`config.mk`:
```
export PLATFORM = sky130hd
export DESIGN_NAME = gbk_ram
export DESIGN_NICKNAME = d
export VERILOG_FILES = /design/src/hw/rtl/gbk_ram.sv
export SDC_FILE = /design/constraint.sdc
export NUM_CORES = 1
export LEC_CHECK = 0
export ABC_AREA = 1
export BUFFER_PORTS_ARGS = -buffer_cell sky130_fd_sc_hd__clkbuf_2
export CAP_MARGIN = 20
export CORE_MARGIN = 4
export CORE_UTILIZATION = 60
export CTS_CLUSTER_DIAMETER = 150
export CTS_CLUSTER_SIZE = 25
export DETAILED_ROUTE_END_ITERATION = 8
export GPL_ROUTABILITY_DRIVEN = 0
export PLACE_DENSITY = 0.78
export SETUP_SLACK_MARGIN = 0.5
export SLEW_MARGIN = 20
export SYNTH_ARGS = -nofsm -noshare
export SYNTH_HDL_FRONTEND = slang
export SYNTH_SLANG_ARGS = --single-unit
export TNS_END_PERCENT = 50
```
`constraint.sdc`:
```
create_clock -name clk -period 1.4 [get_ports clk]
set_input_delay 0.28 -clock clk [delete_from_list [all_inputs] [get_ports clk]]
set_output_delay 0.28 -clock clk [all_outputs]
set_load 0.01 [all_outputs]
```
`src/hw/rtl/gbk_ram.sv`:
```
// ----------------------------------------------------------------------------
// gbk_ram: generic simple dual-port RAM
// One write port and one read port with registered read data.
// ----------------------------------------------------------------------------
module gbk_ram #(
  parameter int WIDTH = 8,
  parameter int DEPTH = 16
) (
  input  logic                                  clk,
  input  logic                                  we,
  input  logic [((DEPTH > 1) ? $clog2(DEPTH) : 1)-1:0] waddr,
  input  logic [WIDTH-1:0]                      wdata,
  input  logic [((DEPTH > 1) ? $clog2(DEPTH) : 1)-1:0] raddr,
  output logic [WIDTH-1:0]                      rdata
);

  logic [WIDTH-1:0] mem [DEPTH];

  // Write port and registered read port.
  always_ff @(posedge clk) begin
    if (we) begin
      mem[waddr] <= wdata;
    end
    rdata <= mem[raddr];
  end

endmodule

```
* Yosys cells after proc, flatten, opt, wreduce, memory -nomap -nowiden
Memory sizes are Yosys's and may differ from the RTL's. A register that Yosys moved wholly into a read port is not among the register bits.
Cells that the tools add are included.
** Cells by class
- $add $sub $neg :: 0
- Multiply operators :: 0
- Div/mod/pow operators :: 0
- Magnitude comparators :: 0
- Eq/ne operators :: 0
- Shift operators :: 0
- Mux-type cells :: 2
- Bitwise logic cells :: 0
- Reduce and logical (&&, ||, !) cells :: 0
** Operators with widths (number)
- $mux W1 :: 2
** Word-level totals
- Bits in registers :: 0
- Bits in latches :: 0
- Memory bits (writable) :: 128
- ROM bits :: 0
- Input bits :: 18
- Output and inout port bits :: 8
- Logic and storage cells :: 3
- Memories :: 1
** Memories
- mem :: words 16, width 8, rd ports 1, clocked after Yosys merged registers in 1, write ports 1, RTL line 17 : logic [WIDTH-1:0] mem [DEPTH];

* Logic depth before layout (Yosys ltp)
- Depth after elaboration :: 2
- Gate-level depth with buffers :: 8
- Gate-level depth less buffers :: 7

* Worst setup path after synthesis
OpenSTA, ideal clock, no wires.
- Path type :: input -> register
- From :: input port waddr[2] in the netlist's numbering
- To :: memory mem[10][0] (enable)
- Library setup time :: 0.370 ns
- Arrival time :: 0.861 ns
- Required time :: 1.030 ns
- Setup slack :: 0.169 ns
- Stages :: 2
- Buffers on the path :: 0
- Cell sequence :: nand3b_1 > nor2_1
** RTL lines
- start: declaration :: RTL line 11 : input logic [((DEPTH > 1) ? $clog2(DEPTH) : 1)-1:0] waddr,
- end: declaration :: RTL line 17
Straight into the memory's write port.

* Worst setup path in the final report
- From :: register rdata[5], read port of mem
- To :: output port rdata[5]
** RTL lines
- start: declaration :: RTL line 14 : output logic [WIDTH-1:0] rdata
No word-level cell between the ends.

==> impl_metrics.tcl <==
set metrics [dict create \
    crit_type "flip-flop to output pin" \
    r2r-end "rdata[2]" \
    wl_per_cell_microns 17.5 \
    synthesis.nets 569 \
    grt_setup_unrepaired "yes" \
    ys_types 12 \
    fmax_mhz 786 \
    crit_arrival_ns 0.99 \
    reg2regPathDepth 6 \
    synth_fa_ha_area_frac 0 \
    regArea_sq_um 4010 \
    postCtsSetupRepairBufs 0 \
    synth_most_common_cell "nand2_1" \
    hold_path_startpoint "raddr[3]" \
    status "completed" \
    root_buffer "clkbuf_8" \
    multi_input_area_sq_um 1280 \
    synth_area_sq_um 5770 \
    synth_area_leader_cell "edfxtp_1" \
    synth_top_family_by_area "simple AND/OR/NAND/NOR gates" \
    path_clk_slew_ns 0.06 \
    synth_common_cells "173 x nand2_1, 128 x edfxtp_1, 100 x inv_1" \
    area_growth_syn_to_layout_pct 20.4 \
    yosysWarnings 0 \
    period_needed_ns 1.27 \
    synth_compound_area_frac 0 \
    fin_ws_ns 0.127 \
    clock-sinks 136 \
    grt.busiest_layer "met2" \
    ys_ff_latch 136 \
    antenna_cells 0 \
    tritoncts "done" \
    drt-vias-per-instance 5.40 \
    holdPathEnd "rdata[7]" \
    coreArea_sq_um 9280 \
    max_slew_margin 0.716 \
    hpwl_microns 7800 \
    holdCritPathClass "input pin to flip-flop" \
    yosysTopAreaCellShare 0.667 \
    synth_ff_type "edfxtp_1" \
    track_usage 0.246 \
    drc_errors 0 \
    cts_resized 4 \
    path_max_fanout 1 \
    yosysSeqAreaShare 0.694 \
    reg2reg_from "mem[9][2]" \
    finalHoldViolCount 0 \
    worst_pin_slew_ns 0.426 \
    antenna_found_initial 0 \
    worst_path_max_delay_cell "dfxtp_2" \
    use_met3 0.0492 \
    period_share 0.909 \
    pre_cts_slack_ns 0.0389 \
    cp.required_ns 1.12 \
    fin_worst_skew_ns 0.00909 \
    path_delay_family "flip-flops" \
    placementRows 35 \
    grt_max_degree 65 \
    max_cap_violations 0 \
    ant_nets 0 \
    crit_chain "buf_6" \
    grt_pass1_wl_microns 20300 \
    grt_pass1_vias 3842 \
    synth-simple-area-share 0.210 \
    crit_start "rdata[5]" \
    n_fill_cell 612 \
    h-tree-depth 4 \
    async_flop_share 0 \
    critPathCaptureType "output pin" \
    muxShareOfSynthArea 0 \
    synth_xor_area_frac 0 \
    use_met2 0.393 \
    finalSetupViolations 0 \
    numCtsBuffers 17 \
    slew_violations 0 \
    synthCells 551 \
    gr-total-overflow 0 \
    nets 613 \
    finalSetupTns_ns 0 \
    critPathLaunchType "flip-flop" \
    powerDensity_nw_per_um2 1400 \
    num_vias 3980 \
    synth-edff-count 128 \
    grtUsageMet1 0.328 \
    cpPeakStageDelay_ns 0.37 \
    synth.area.top_cells "edfxtp_1 67%, nand2_1 11%, nand3_1 8.4%, inv_1 6.5%, dfxtp_1 2.8%" \
    first_pass_iters 5 \
    drt_iter0_drc 323 \
    io_pins 26 \
    wirelength_microns 12900 \
    hold_ws_ns 0.148 \
    fp.dieH_microns 106 \
    p_leak_nw 3.00 \
    cp_num_buf_inv 1 \
    final_core_util 0.748 \
    numPortBuffers 25 \
    rrSetupSlack_ns 0.36 \
    post_synth.cell_area_avg_sq_um 10.5 \
    min_delay_path_depth 3 \
    die_w_microns 106 \
    vdd_drop_max_v 0.00107 \
    clockBufferDepth 2 \
    clock_latency_ns 0.52 \
    drive_above_1_share 0.171 \
    start_util 0.621 \
    die_area_sq_um 11200 \
    postCtsHoldBufs 0 \
]
==> registers in the layout, summed over array words and instances (netlist names) <==
name,flops
mem,128
rdata,8
==> cell type report <==
cell class	instances	share of cell area
clock inverters	13	0.0256
repair buffers	49	0.0742
inverters	102	0.0551
clock buffers	19	0.0607
well taps	129	0.0232
flip-flops and latches	136	0.577
multi-input cells	289	0.184
==> kinds of logic after synthesis <==
family                 Yosys count
and+or+nand+nor                289
buffers and inverters          126
DFF                            136
==> worst max-delay path by stage <==
stage / slack (ns) / end / cells after the start
2_1_floorplan: 0.25 / mem[10][0] / 2
3_3_place_gp: 0.05 / mem[4][4] / 4
3_5_place_dp: 0.04 / mem[7][0] / 4
4_1_cts: 0.09 / rdata[5] / 1
5_1_grt: 0.11 / rdata[5] / 1
6_report: 0.13 / rdata[5] / 1
==> per-layer routing <==
metal	vias to the layer above	share of wire	wire length (microns)
li1	1863	-	-
met1	1842	0.37	4820
met2	241	0.49	6300
met3	34	0.11	1390
met4	0	0.031	395
met5	-	0	0
==> layout by cell type, fill, tap and decap left out, types with 5 or more instances in the layout <==
cell         n
buf_12      14
edfxtp_1   128
clkbuf_2    17
dfxtp_2      5
nand2_1    171
inv_1      100
nand3_1     97
buf_4       10
clkbuf_16   16
nor2_2      15
==> through the flow <==
step | cell area, sq um | std cells | power (mW)
after global placement | 6300 | 705 | 5.26
final | 6950 | 737 | 9.70
after floorplan | 5830 | 551 | 5.01
after CTS | 6920 | 737 | 9.71
after detailed placement | 6300 | 705 | 5.28
after global routing | 6950 | 737 | 10.0
==> report_power, final <==
part	internal [mW]	total, mW	switching (mW)
clock	2.88	4.47	1.59
sequential	4.56	4.59	0.0349
combinational	0.221	0.642	0.421
total	7.66	9.70	2.04
Note: power is estimated with default switching activity, not from simulation.
