==> src/hw/rtl/gbk_pkg.sv <==
// ----------------------------------------------------------------------------
// gbk_pkg: shared definitions for the glyph blitter
// Sizes of the glyph, bitmap and kerning stores, command codes, register
// indexes, record types and the grey-level to character mapping.
// ----------------------------------------------------------------------------
package gbk_pkg;

  // Store sizes.
  localparam int GLYPH_SLOTS   = 256;
  localparam int MAX_GLYPH_DIM = 8;
  localparam int KERN_PAIRS    = 64;

  // Derived sizes.
  localparam int GLYPH_AREA = MAX_GLYPH_DIM * MAX_GLYPH_DIM;
  localparam int SLOT_W     = (GLYPH_SLOTS > 1) ? $clog2(GLYPH_SLOTS) : 1;
  localparam int IDX_W      = (GLYPH_AREA > 1) ? $clog2(GLYPH_AREA) : 1;
  localparam int BMP_DEPTH  = GLYPH_SLOTS * GLYPH_AREA;
  localparam int BMP_AW     = (BMP_DEPTH > 1) ? $clog2(BMP_DEPTH) : 1;
  localparam int KA_W       = (KERN_PAIRS > 1) ? $clog2(KERN_PAIRS) : 1;
  localparam int KC_W       = $clog2(KERN_PAIRS + 1);

  // Command codes.
  localparam logic [1:0] CMD_METRICS = 2'd0;
  localparam logic [1:0] CMD_SAMPLE  = 2'd1;
  localparam logic [1:0] CMD_KERN    = 2'd2;
  localparam logic [1:0] CMD_DRAW    = 2'd3;

  // Register indexes.
  localparam logic [1:0] CFG_BUF_WIDTH  = 2'd0;
  localparam logic [1:0] CFG_BUF_HEIGHT = 2'd1;
  localparam logic [1:0] CFG_ASCENDER   = 2'd2;
  localparam logic [1:0] CFG_MAX_GLYPH  = 2'd3;

  // Output characters.
  localparam logic [6:0] CH_SPACE = 7'd32;
  localparam logic [6:0] CH_DOT   = 7'd46;
  localparam logic [6:0] CH_LOW_X = 7'd120;
  localparam logic [6:0] CH_UP_X  = 7'd88;

  // One glyph's metrics as held in the metrics memory.
  typedef struct packed {
    logic [3:0] rows;
    logic [3:0] cols;
    logic [7:0] top;
    logic [7:0] left;
    logic [7:0] advance;
  } metric_t;

  // One kerning pair as held in the kerning memory.
  typedef struct packed {
    logic [7:0] right;
    logic [7:0] left;
    logic [7:0] offset;
  } kern_entry_t;

  // Write request into the kerning unit.
  typedef struct packed {
    logic        en;
    kern_entry_t entry;
  } kern_wr_t;

  // Search request into the kerning unit.
  typedef struct packed {
    logic       start;
    logic [7:0] left;
    logic [7:0] right;
  } kern_req_t;

  // Search status out of the kerning unit.
  typedef struct packed {
    logic       busy;
    logic [7:0] offset;
  } kern_res_t;

  // Maps a grey level onto one of four characters.
  function automatic logic [6:0] level_char(input logic [7:0] v);
    logic [6:0] ch;
    case (v[7:6])
      2'b00:   ch = CH_SPACE;
      2'b01:   ch = CH_DOT;
      2'b10:   ch = CH_LOW_X;
      default: ch = CH_UP_X;
    endcase
    return ch;
  endfunction

endpackage

==> src/hw/rtl/gbk_ram.sv <==
// ----------------------------------------------------------------------------
// gbk_ram: generic simple dual-port RAM
// One write port and one read port with registered read data.
// ----------------------------------------------------------------------------
module gbk_ram #(
  parameter int WIDTH = 8,
  parameter int DEPTH = 16
) (
  input  logic                                  clk,
  input  logic                                  we,
  input  logic [((DEPTH > 1) ? $clog2(DEPTH) : 1)-1:0] waddr,
  input  logic [WIDTH-1:0]                      wdata,
  input  logic [((DEPTH > 1) ? $clog2(DEPTH) : 1)-1:0] raddr,
  output logic [WIDTH-1:0]                      rdata
);

  logic [WIDTH-1:0] mem [DEPTH];

  // Write port and registered read port.
  always_ff @(posedge clk) begin
    if (we) begin
      mem[waddr] <= wdata;
    end
    rdata <= mem[raddr];
  end

endmodule

==> src/hw/rtl/gbk_kern.sv <==
// ----------------------------------------------------------------------------
// gbk_kern: kerning pair store and search
// Appends pairs to a memory and scans it for the first pair that matches a
// glyph pair, one entry per cycle.
// ----------------------------------------------------------------------------
module gbk_kern
  import gbk_pkg::*;
(
  input  logic      clk,
  input  logic      rst,
  input  kern_wr_t  wr,
  input  kern_req_t req,
  output kern_res_t res
);

  logic [KC_W-1:0] count;
  logic [KC_W-1:0] limit;
  logic [KC_W-1:0] kidx;
  logic            kvld;
  logic            busy;
  logic [7:0]      want_left;
  logic [7:0]      want_right;
  logic [7:0]      offset;
  logic            issue;
  logic            match;
  kern_entry_t     rd_entry;

  gbk_ram #(
    .WIDTH($bits(kern_entry_t)),
    .DEPTH(KERN_PAIRS)
  ) u_ram (
    .clk  (clk),
    .we   (wr.en && (count < KC_W'(KERN_PAIRS))),
    .waddr(count[KA_W-1:0]),
    .wdata(wr.entry),
    .raddr(kidx[KA_W-1:0]),
    .rdata(rd_entry)
  );

  assign issue = kidx < limit;
  assign match = kvld && (rd_entry.right == want_right) && (rd_entry.left == want_left);

  // Pair count, and the scan: one read issued and one entry compared a cycle.
  always_ff @(posedge clk) begin
    if (rst) begin
      count <= '0;
      busy  <= 1'b0;
      kvld  <= 1'b0;
      kidx  <= '0;
    end else begin
      if (wr.en && (count < KC_W'(KERN_PAIRS))) begin
        count <= count + 1'b1;
      end
      if (req.start) begin
        busy       <= 1'b1;
        kvld       <= 1'b0;
        kidx       <= '0;
        offset     <= '0;
        want_left  <= req.left;
        want_right <= req.right;
        // A zero code never matches, so the scan covers no entry.
        limit      <= ((req.left == 8'd0) || (req.right == 8'd0)) ? '0 : count;
      end else if (busy) begin
        if (match) begin
          offset <= rd_entry.offset;
          busy   <= 1'b0;
          kvld   <= 1'b0;
        end else if (!issue) begin
          busy <= 1'b0;
          kvld <= 1'b0;
        end else begin
          kidx <= kidx + 1'b1;
          kvld <= 1'b1;
        end
      end
    end
  end

  assign res.busy   = busy;
  assign res.offset = offset;

  // Assertions.
  a_idx_bound: assert property (@(posedge clk) disable iff (rst)
    busy |-> (kidx <= limit))
    else $error("kerning scan index beyond pair count");
  a_cnt_bound: assert property (@(posedge clk) disable iff (rst)
    count <= KC_W'(KERN_PAIRS))
    else $error("kerning pair count overflow");
  a_match_ends: assert property (@(posedge clk) disable iff (rst)
    (busy && match && !req.start) |=> !busy)
    else $error("kerning scan went on after a match");

endmodule
==> config.mk <==
export PLATFORM = sky130hd
export DESIGN_NAME = gbk_kern
export DESIGN_NICKNAME = d
export VERILOG_FILES = /design/src/hw/rtl/gbk_pkg.sv /design/src/hw/rtl/gbk_ram.sv /design/src/hw/rtl/gbk_kern.sv
export SDC_FILE = /design/constraint.sdc
export NUM_CORES = 2
export LEC_CHECK = 0
export ABC_AREA = 1
export BUFFER_PORTS_ARGS = -buffer_cell sky130_fd_sc_hd__buf_2
export CAP_MARGIN = 20
export CORE_ASPECT_RATIO = 2
export CORE_UTILIZATION = 40
export CTS_CLUSTER_DIAMETER = 40
export DETAILED_ROUTE_END_ITERATION = 6
export SETUP_SLACK_MARGIN = 0.5
export SLEW_MARGIN = 0
export SYNTH_ARGS = -nofsm -noshare
export SYNTH_HDL_FRONTEND = slang
export SYNTH_SLANG_ARGS = --single-unit
export TNS_END_PERCENT = 10
==> constraint.sdc <==
create_clock -name clk -period 3.8 [get_ports clk]
set_input_delay 0.19 -clock clk [delete_from_list [all_inputs] [get_ports clk]]
set_output_delay 0.19 -clock clk [all_outputs]
set_load 0.02 [all_outputs]
# Word level (Yosys, flattened, before mapping)
# Memory sizes are Yosys's and may differ from the RTL's. A register that Yosys moved wholly into a read port is not among the register bits.
# Cells that the tools add are included.
# op_classes
add_sub_neg	2
n_lt_le_gt_ge	2
n_mux	8
n_eq_ne	2
n_bitwise	2
n_reduce_logical	12
# ops
cell	n
$eq A8 B8 Y1	2
$logic_not A8 Y1	2
$mux W8	2
$add A7 B1 Y7 const B	2
$lt A7 B7 Y1	1
$lt A7 B7 Y1 const B	1
$mux W1	6
$reduce_and A3 Y1	2
$reduce_bool A2 Y1	2
$logic_and A1 B1 Y1	3
$not A1 Y1	2
$reduce_and A2 Y1	1
$reduce_or A2 Y1	1
$logic_or A1 B1 Y1	1
# totals
output_inout_bits	9
word_cells	37
inputBits	44
reg_bits	47
ram_bits	1536
mem_count	1
# mem_list
name	words	width	rd	rd_ports_with_merged_regs	write_ports	line_no	rtl
u_ram.mem	64	24	1	1	1	gbk_ram.sv:17	logic [WIDTH-1:0] mem [DEPTH];

# Depth between registers and ports, before layout
# logic_depth
word_depth	6
depth_mapped	15
depth_no_buf	12

# Modules after synthesis
# From an unflattened synthesis, not the netlist that was laid out.
# unflattened
cells_unflattened	5504
area_unflattened_um2	65098.7
# modules_own_cells
module	seq_area_each_um2	cells_per_inst	area_per_inst_um2	instances
gbk_ram	46604.7	5230	62755.2	1
gbk_kern	1251.2	274	2343.5	1

# Worst setup path before layout
# Ideal clock, no wire load.
# synth_timing
path_type	reg-to-reg
start	reg count[3]
end	mem u_ram.mem[7][0] (netlist bit) (enable)
required_ns	3.365
path_stages_with_launch	4
path_buffers	0
setup_ns	0.435
synth_period_minus_slack_ns	2.835
t_arrival_ns	2.400
path_slack_ns	0.965
path_cell_list	dfxtp_1 > inv_1 > nand2_1 > nor3_1
# synth_between
elab_chain_len	4
# synth_lines
element	line_no	rtl
from (decl)	gbk_kern.sv:16	logic [KC_W-1:0] count;
from (signal assigned)	gbk_kern.sv:52	count <= count + 1'b1;
$lt A7 B7 Y1	gbk_kern.sv:33	.we (wr.en && (count < KC_W'(KERN_PAIRS))),
$logic_and A1 B1 Y1	gbk_kern.sv:33	
$mux W1	gbk_ram.sv:21	if (we) begin
$mux W1 (implied by the code)	gbk_ram.sv:22	mem[waddr] <= wdata;
to (decl)	gbk_ram.sv:17	
# Several ways; a longest one is shown, not always the timed one.

==> flow_metrics.tcl <==
set metrics [dict create \
    synth_fp_nets 5311 \
    hold_violations 0 \
    power_density_nw_per_um2 501 \
    drv_cap 0 \
    dieArea_um2 162000 \
    port_buffers 52 \
    rsz0062_at_grt "no" \
    rows 207 \
    pre_cts_ws_ns 0.745 \
    htreeDepth 4 \
    ir_worst_vdd_uv 304 \
    period_needed_ns 3.07 \
    ys_ff_latch 1607 \
    ant_nets 0 \
    critPathKind "flip-flop to flip-flop" \
    cts_sinks 1607 \
    dr_total_vias 41100 \
    final.setup.tns_ns 0 \
    start_util_pct 40.3 \
    most-common-layout-cells "edfxtp_1, nor2_1, o21ai_0" \
    gr-total-overflow 0 \
    max_stage_delay_ns 0.67 \
    root_buffer "clkbuf_16" \
    post-route-period-util_pct 80.7 \
    yosysWarnings 0 \
    cp.arrival_ns 3.75 \
    die_w_um 285 \
    routed_wl_um 188000 \
    final_common_cell "edfxtp_1" \
    drive_gt1_share_pct 9.29 \
    outcome "finished clean" \
    viasPerCell 5.45 \
    numCtsBuffers 145 \
    relSlewSlack_pct 20.8 \
    grt_pass1_wl_um 271000 \
    fmax_mhz 326 \
    place.gp.congestion 0.909 \
    nFillCells 14300 \
    grt_use_total_pct 22.8 \
    total_power_mw 36.2 \
    synth_cell_types 29 \
    crit_path_max_fanout 69 \
    crit_chain "inv_8, nor2_4, buf_4, a22oi_1, o21ai_0, nand2_1, nand3_1, nand3_1, nand2_1" \
    tritoncts "yes" \
    area_growth_pct 12.5 \
    cellLeakagePower_nw 24.3 \
    drt_iter0_markers 4085 \
    final-max-slew-violation-count 0 \
    ys_seq_area_share_pct 74.6 \
    synth.avg_cell_area_um2 12.2 \
    clk_pin_slew_ns 0.07 \
    first_global_vias 40200 \
    core_um2 159000 \
    die_y_um 568 \
    final_cells 7528 \
    timing.critical_path.to_type "flip-flop" \
    startpoint_type "flip-flop" \
    hp-class "input pin to flip-flop" \
    fin_ws_ns 0.733 \
    grt_max_degree 131 \
    setup_viol 0 \
    final_core_util_pct 45.4 \
    placed_cells 7244 \
    cp.buffers_inverters 2 \
    clkLatencyLatePin_ns 0.78 \
    io_pins 53 \
    cp_data_required_time_ns 4.49 \
    finalClockSkew_ns 0.0321 \
    cp_slowest_cell "dfxtp_4" \
    hpwl_um 113000 \
    clk_path_buf_depth 4 \
    syn_inst 5259 \
    path_delay_family "simple AND/OR/NAND/NOR gates" \
    wire_per_inst_um 25.0 \
    syn_area_um2 64100 \
    worst_slew_pin_slew_ns 1.18 \
    antenna_found_initial 7 \
    nNetsFinal 5379 \
    drc 0 \
    drt_first_pass_iters 5 \
]
-- stage by stage --
step / area, µm² / hold WS [ns]
floorplan: 64100 / 0.289
global placement: 67100 / 0.389
detailed placement: 67100 / 0.384
CTS: 72100 / 0.00245
global route: 72100 / 0.0368
finish: 72100 / 0.00568
-- cells in the mapped netlist --
| master | count | share of area (%) |
|---|---|---|
| dfxtp_1 | 40 | 1.2 |
| edfxtp_1 | 1567 | 73 |
| nor2_4 | 1 | 0.018 |
| nand3_1 | 231 | 1.8 |
| buf_1 | 19 | 0.11 |
| buf_2 | 118 | 0.92 |
| clkinv_1 | 1 | 0.0058 |
| o21ai_1 | 63 | 0.49 |
| o21ai_0 | 753 | 5.9 |
| a21oi_1 | 67 | 0.52 |
| ha_1 | 8 | 0.16 |
| mux2i_1 | 6 | 0.094 |
| a22o_1 | 1 | 0.014 |
| a21oi_4 | 1 | 0.025 |
| clkbuf_1 | 135 | 0.79 |
| nor2_1 | 1325 | 7.8 |
| nor3_1 | 6 | 0.047 |
| nor4_1 | 5 | 0.049 |
| o22ai_1 | 19 | 0.19 |
| nand3_2 | 1 | 0.016 |
| buf_6 | 10 | 0.18 |
| nand2_1 | 527 | 3.1 |
| inv_2 | 19 | 0.11 |
| o211ai_1 | 144 | 1.7 |
| buf_4 | 32 | 0.37 |
| xnor2_1 | 2 | 0.027 |
| nand4_1 | 5 | 0.049 |
| inv_1 | 133 | 0.78 |
| a22oi_1 | 20 | 0.23 |
-- kinds of logic after synthesis --
group / Yosys count / synth area share (%)
mux: 6 / 0.0936
simple gates: 2101 / 12.8
buf+inv: 467 / 3.27
compound gates: 1068 / 9.03
fa+ha+maj: 8 / 0.156
flops: 1607 / 74.6
xor+xnor: 2 / 0.0273
-- cell type report --
class                   count  area (µm²)  share of cell area [%]
multi-input cells        3185       14400                    19.9
repair buffers            235        1920                    2.67
diodes                      4        10.0                  0.0139
clock buffers             182        3950                    5.47
well taps                2090        2620                    3.63
inverters                 153         596                   0.826
flip-flops and latches   1607       47900                    66.4
clock inverters            72         808                    1.12
-- sequential cells by signal (all words and copies together) (netlist names) --
| register | cells |
|---|---|
| kvld | 1 |
| busy | 1 |
| offset | 8 |
| u_ram.rdata | 24 |
| u_ram.mem | 1536 |
| limit | 7 |
| kidx | 7 |
| count | 7 |
| want_left | 8 |
| want_right | 8 |
-- worst register-to-register path, cell delays in order (launching register included) --
cell	delay [ns]
dfxtp_4	0.67
inv_8	0.26
nor2_4	0.70
buf_4	0.35
a22oi_1	0.09
o21ai_0	0.12
nand2_1	0.09
nand3_1	0.14
nand3_1	0.32
nand2_1	0.26
-- routing by layer --
metal	vias up	GRT usage [%]	share of wire [%]	wire, µm
met5	-	0	0.0064	12
met4	2	15.3	7.3	13800
met3	442	2.36	5.2	9790
met2	1448	41.3	52	97800
met1	20500	25.1	36	66900
li1	18700	-	-	-
-- report_power, final --
| group | leakage, nW | switching [mW] | total (mW) | internal, mW |
|---|---|---|---|---|
| Clock | 2.31 | 6.45 | 15.0 | 8.55 |
| Sequential | 14.4 | 0.0902 | 19.6 | 19.5 |
| Combinational | 7.57 | 1.16 | 1.56 | 0.394 |
| Total | 24.3 | 7.70 | 36.2 | 28.5 |
-- timing repair --
item                                   in CTS  in global routing
setup buffers                               0                  0
endpoints found under the hold margin     167                  0
resized for setup                           0                  0
hold buffers                               26                  0
-- worst paths after layout --
kind,startpoint,cells past startpoint,slack (ns),to
setup / recovery,kidx[1]$_SDFFE_PP0P_,9,0.73,u_ram.rdata[9]$_DFF_P_
hold / removal,wr[20],1,0.006,u_ram.mem[41][20]$_DFFE_PP_
setup reg to reg,kidx[1]$_SDFFE_PP0P_,9,0.73,u_ram.rdata[9]$_DFF_P_
hold reg to reg,kvld$_SDFFE_PP0P_,2,0.47,kvld$_SDFFE_PP0P_
No activity file was read; power rests on OpenSTA's default activity.
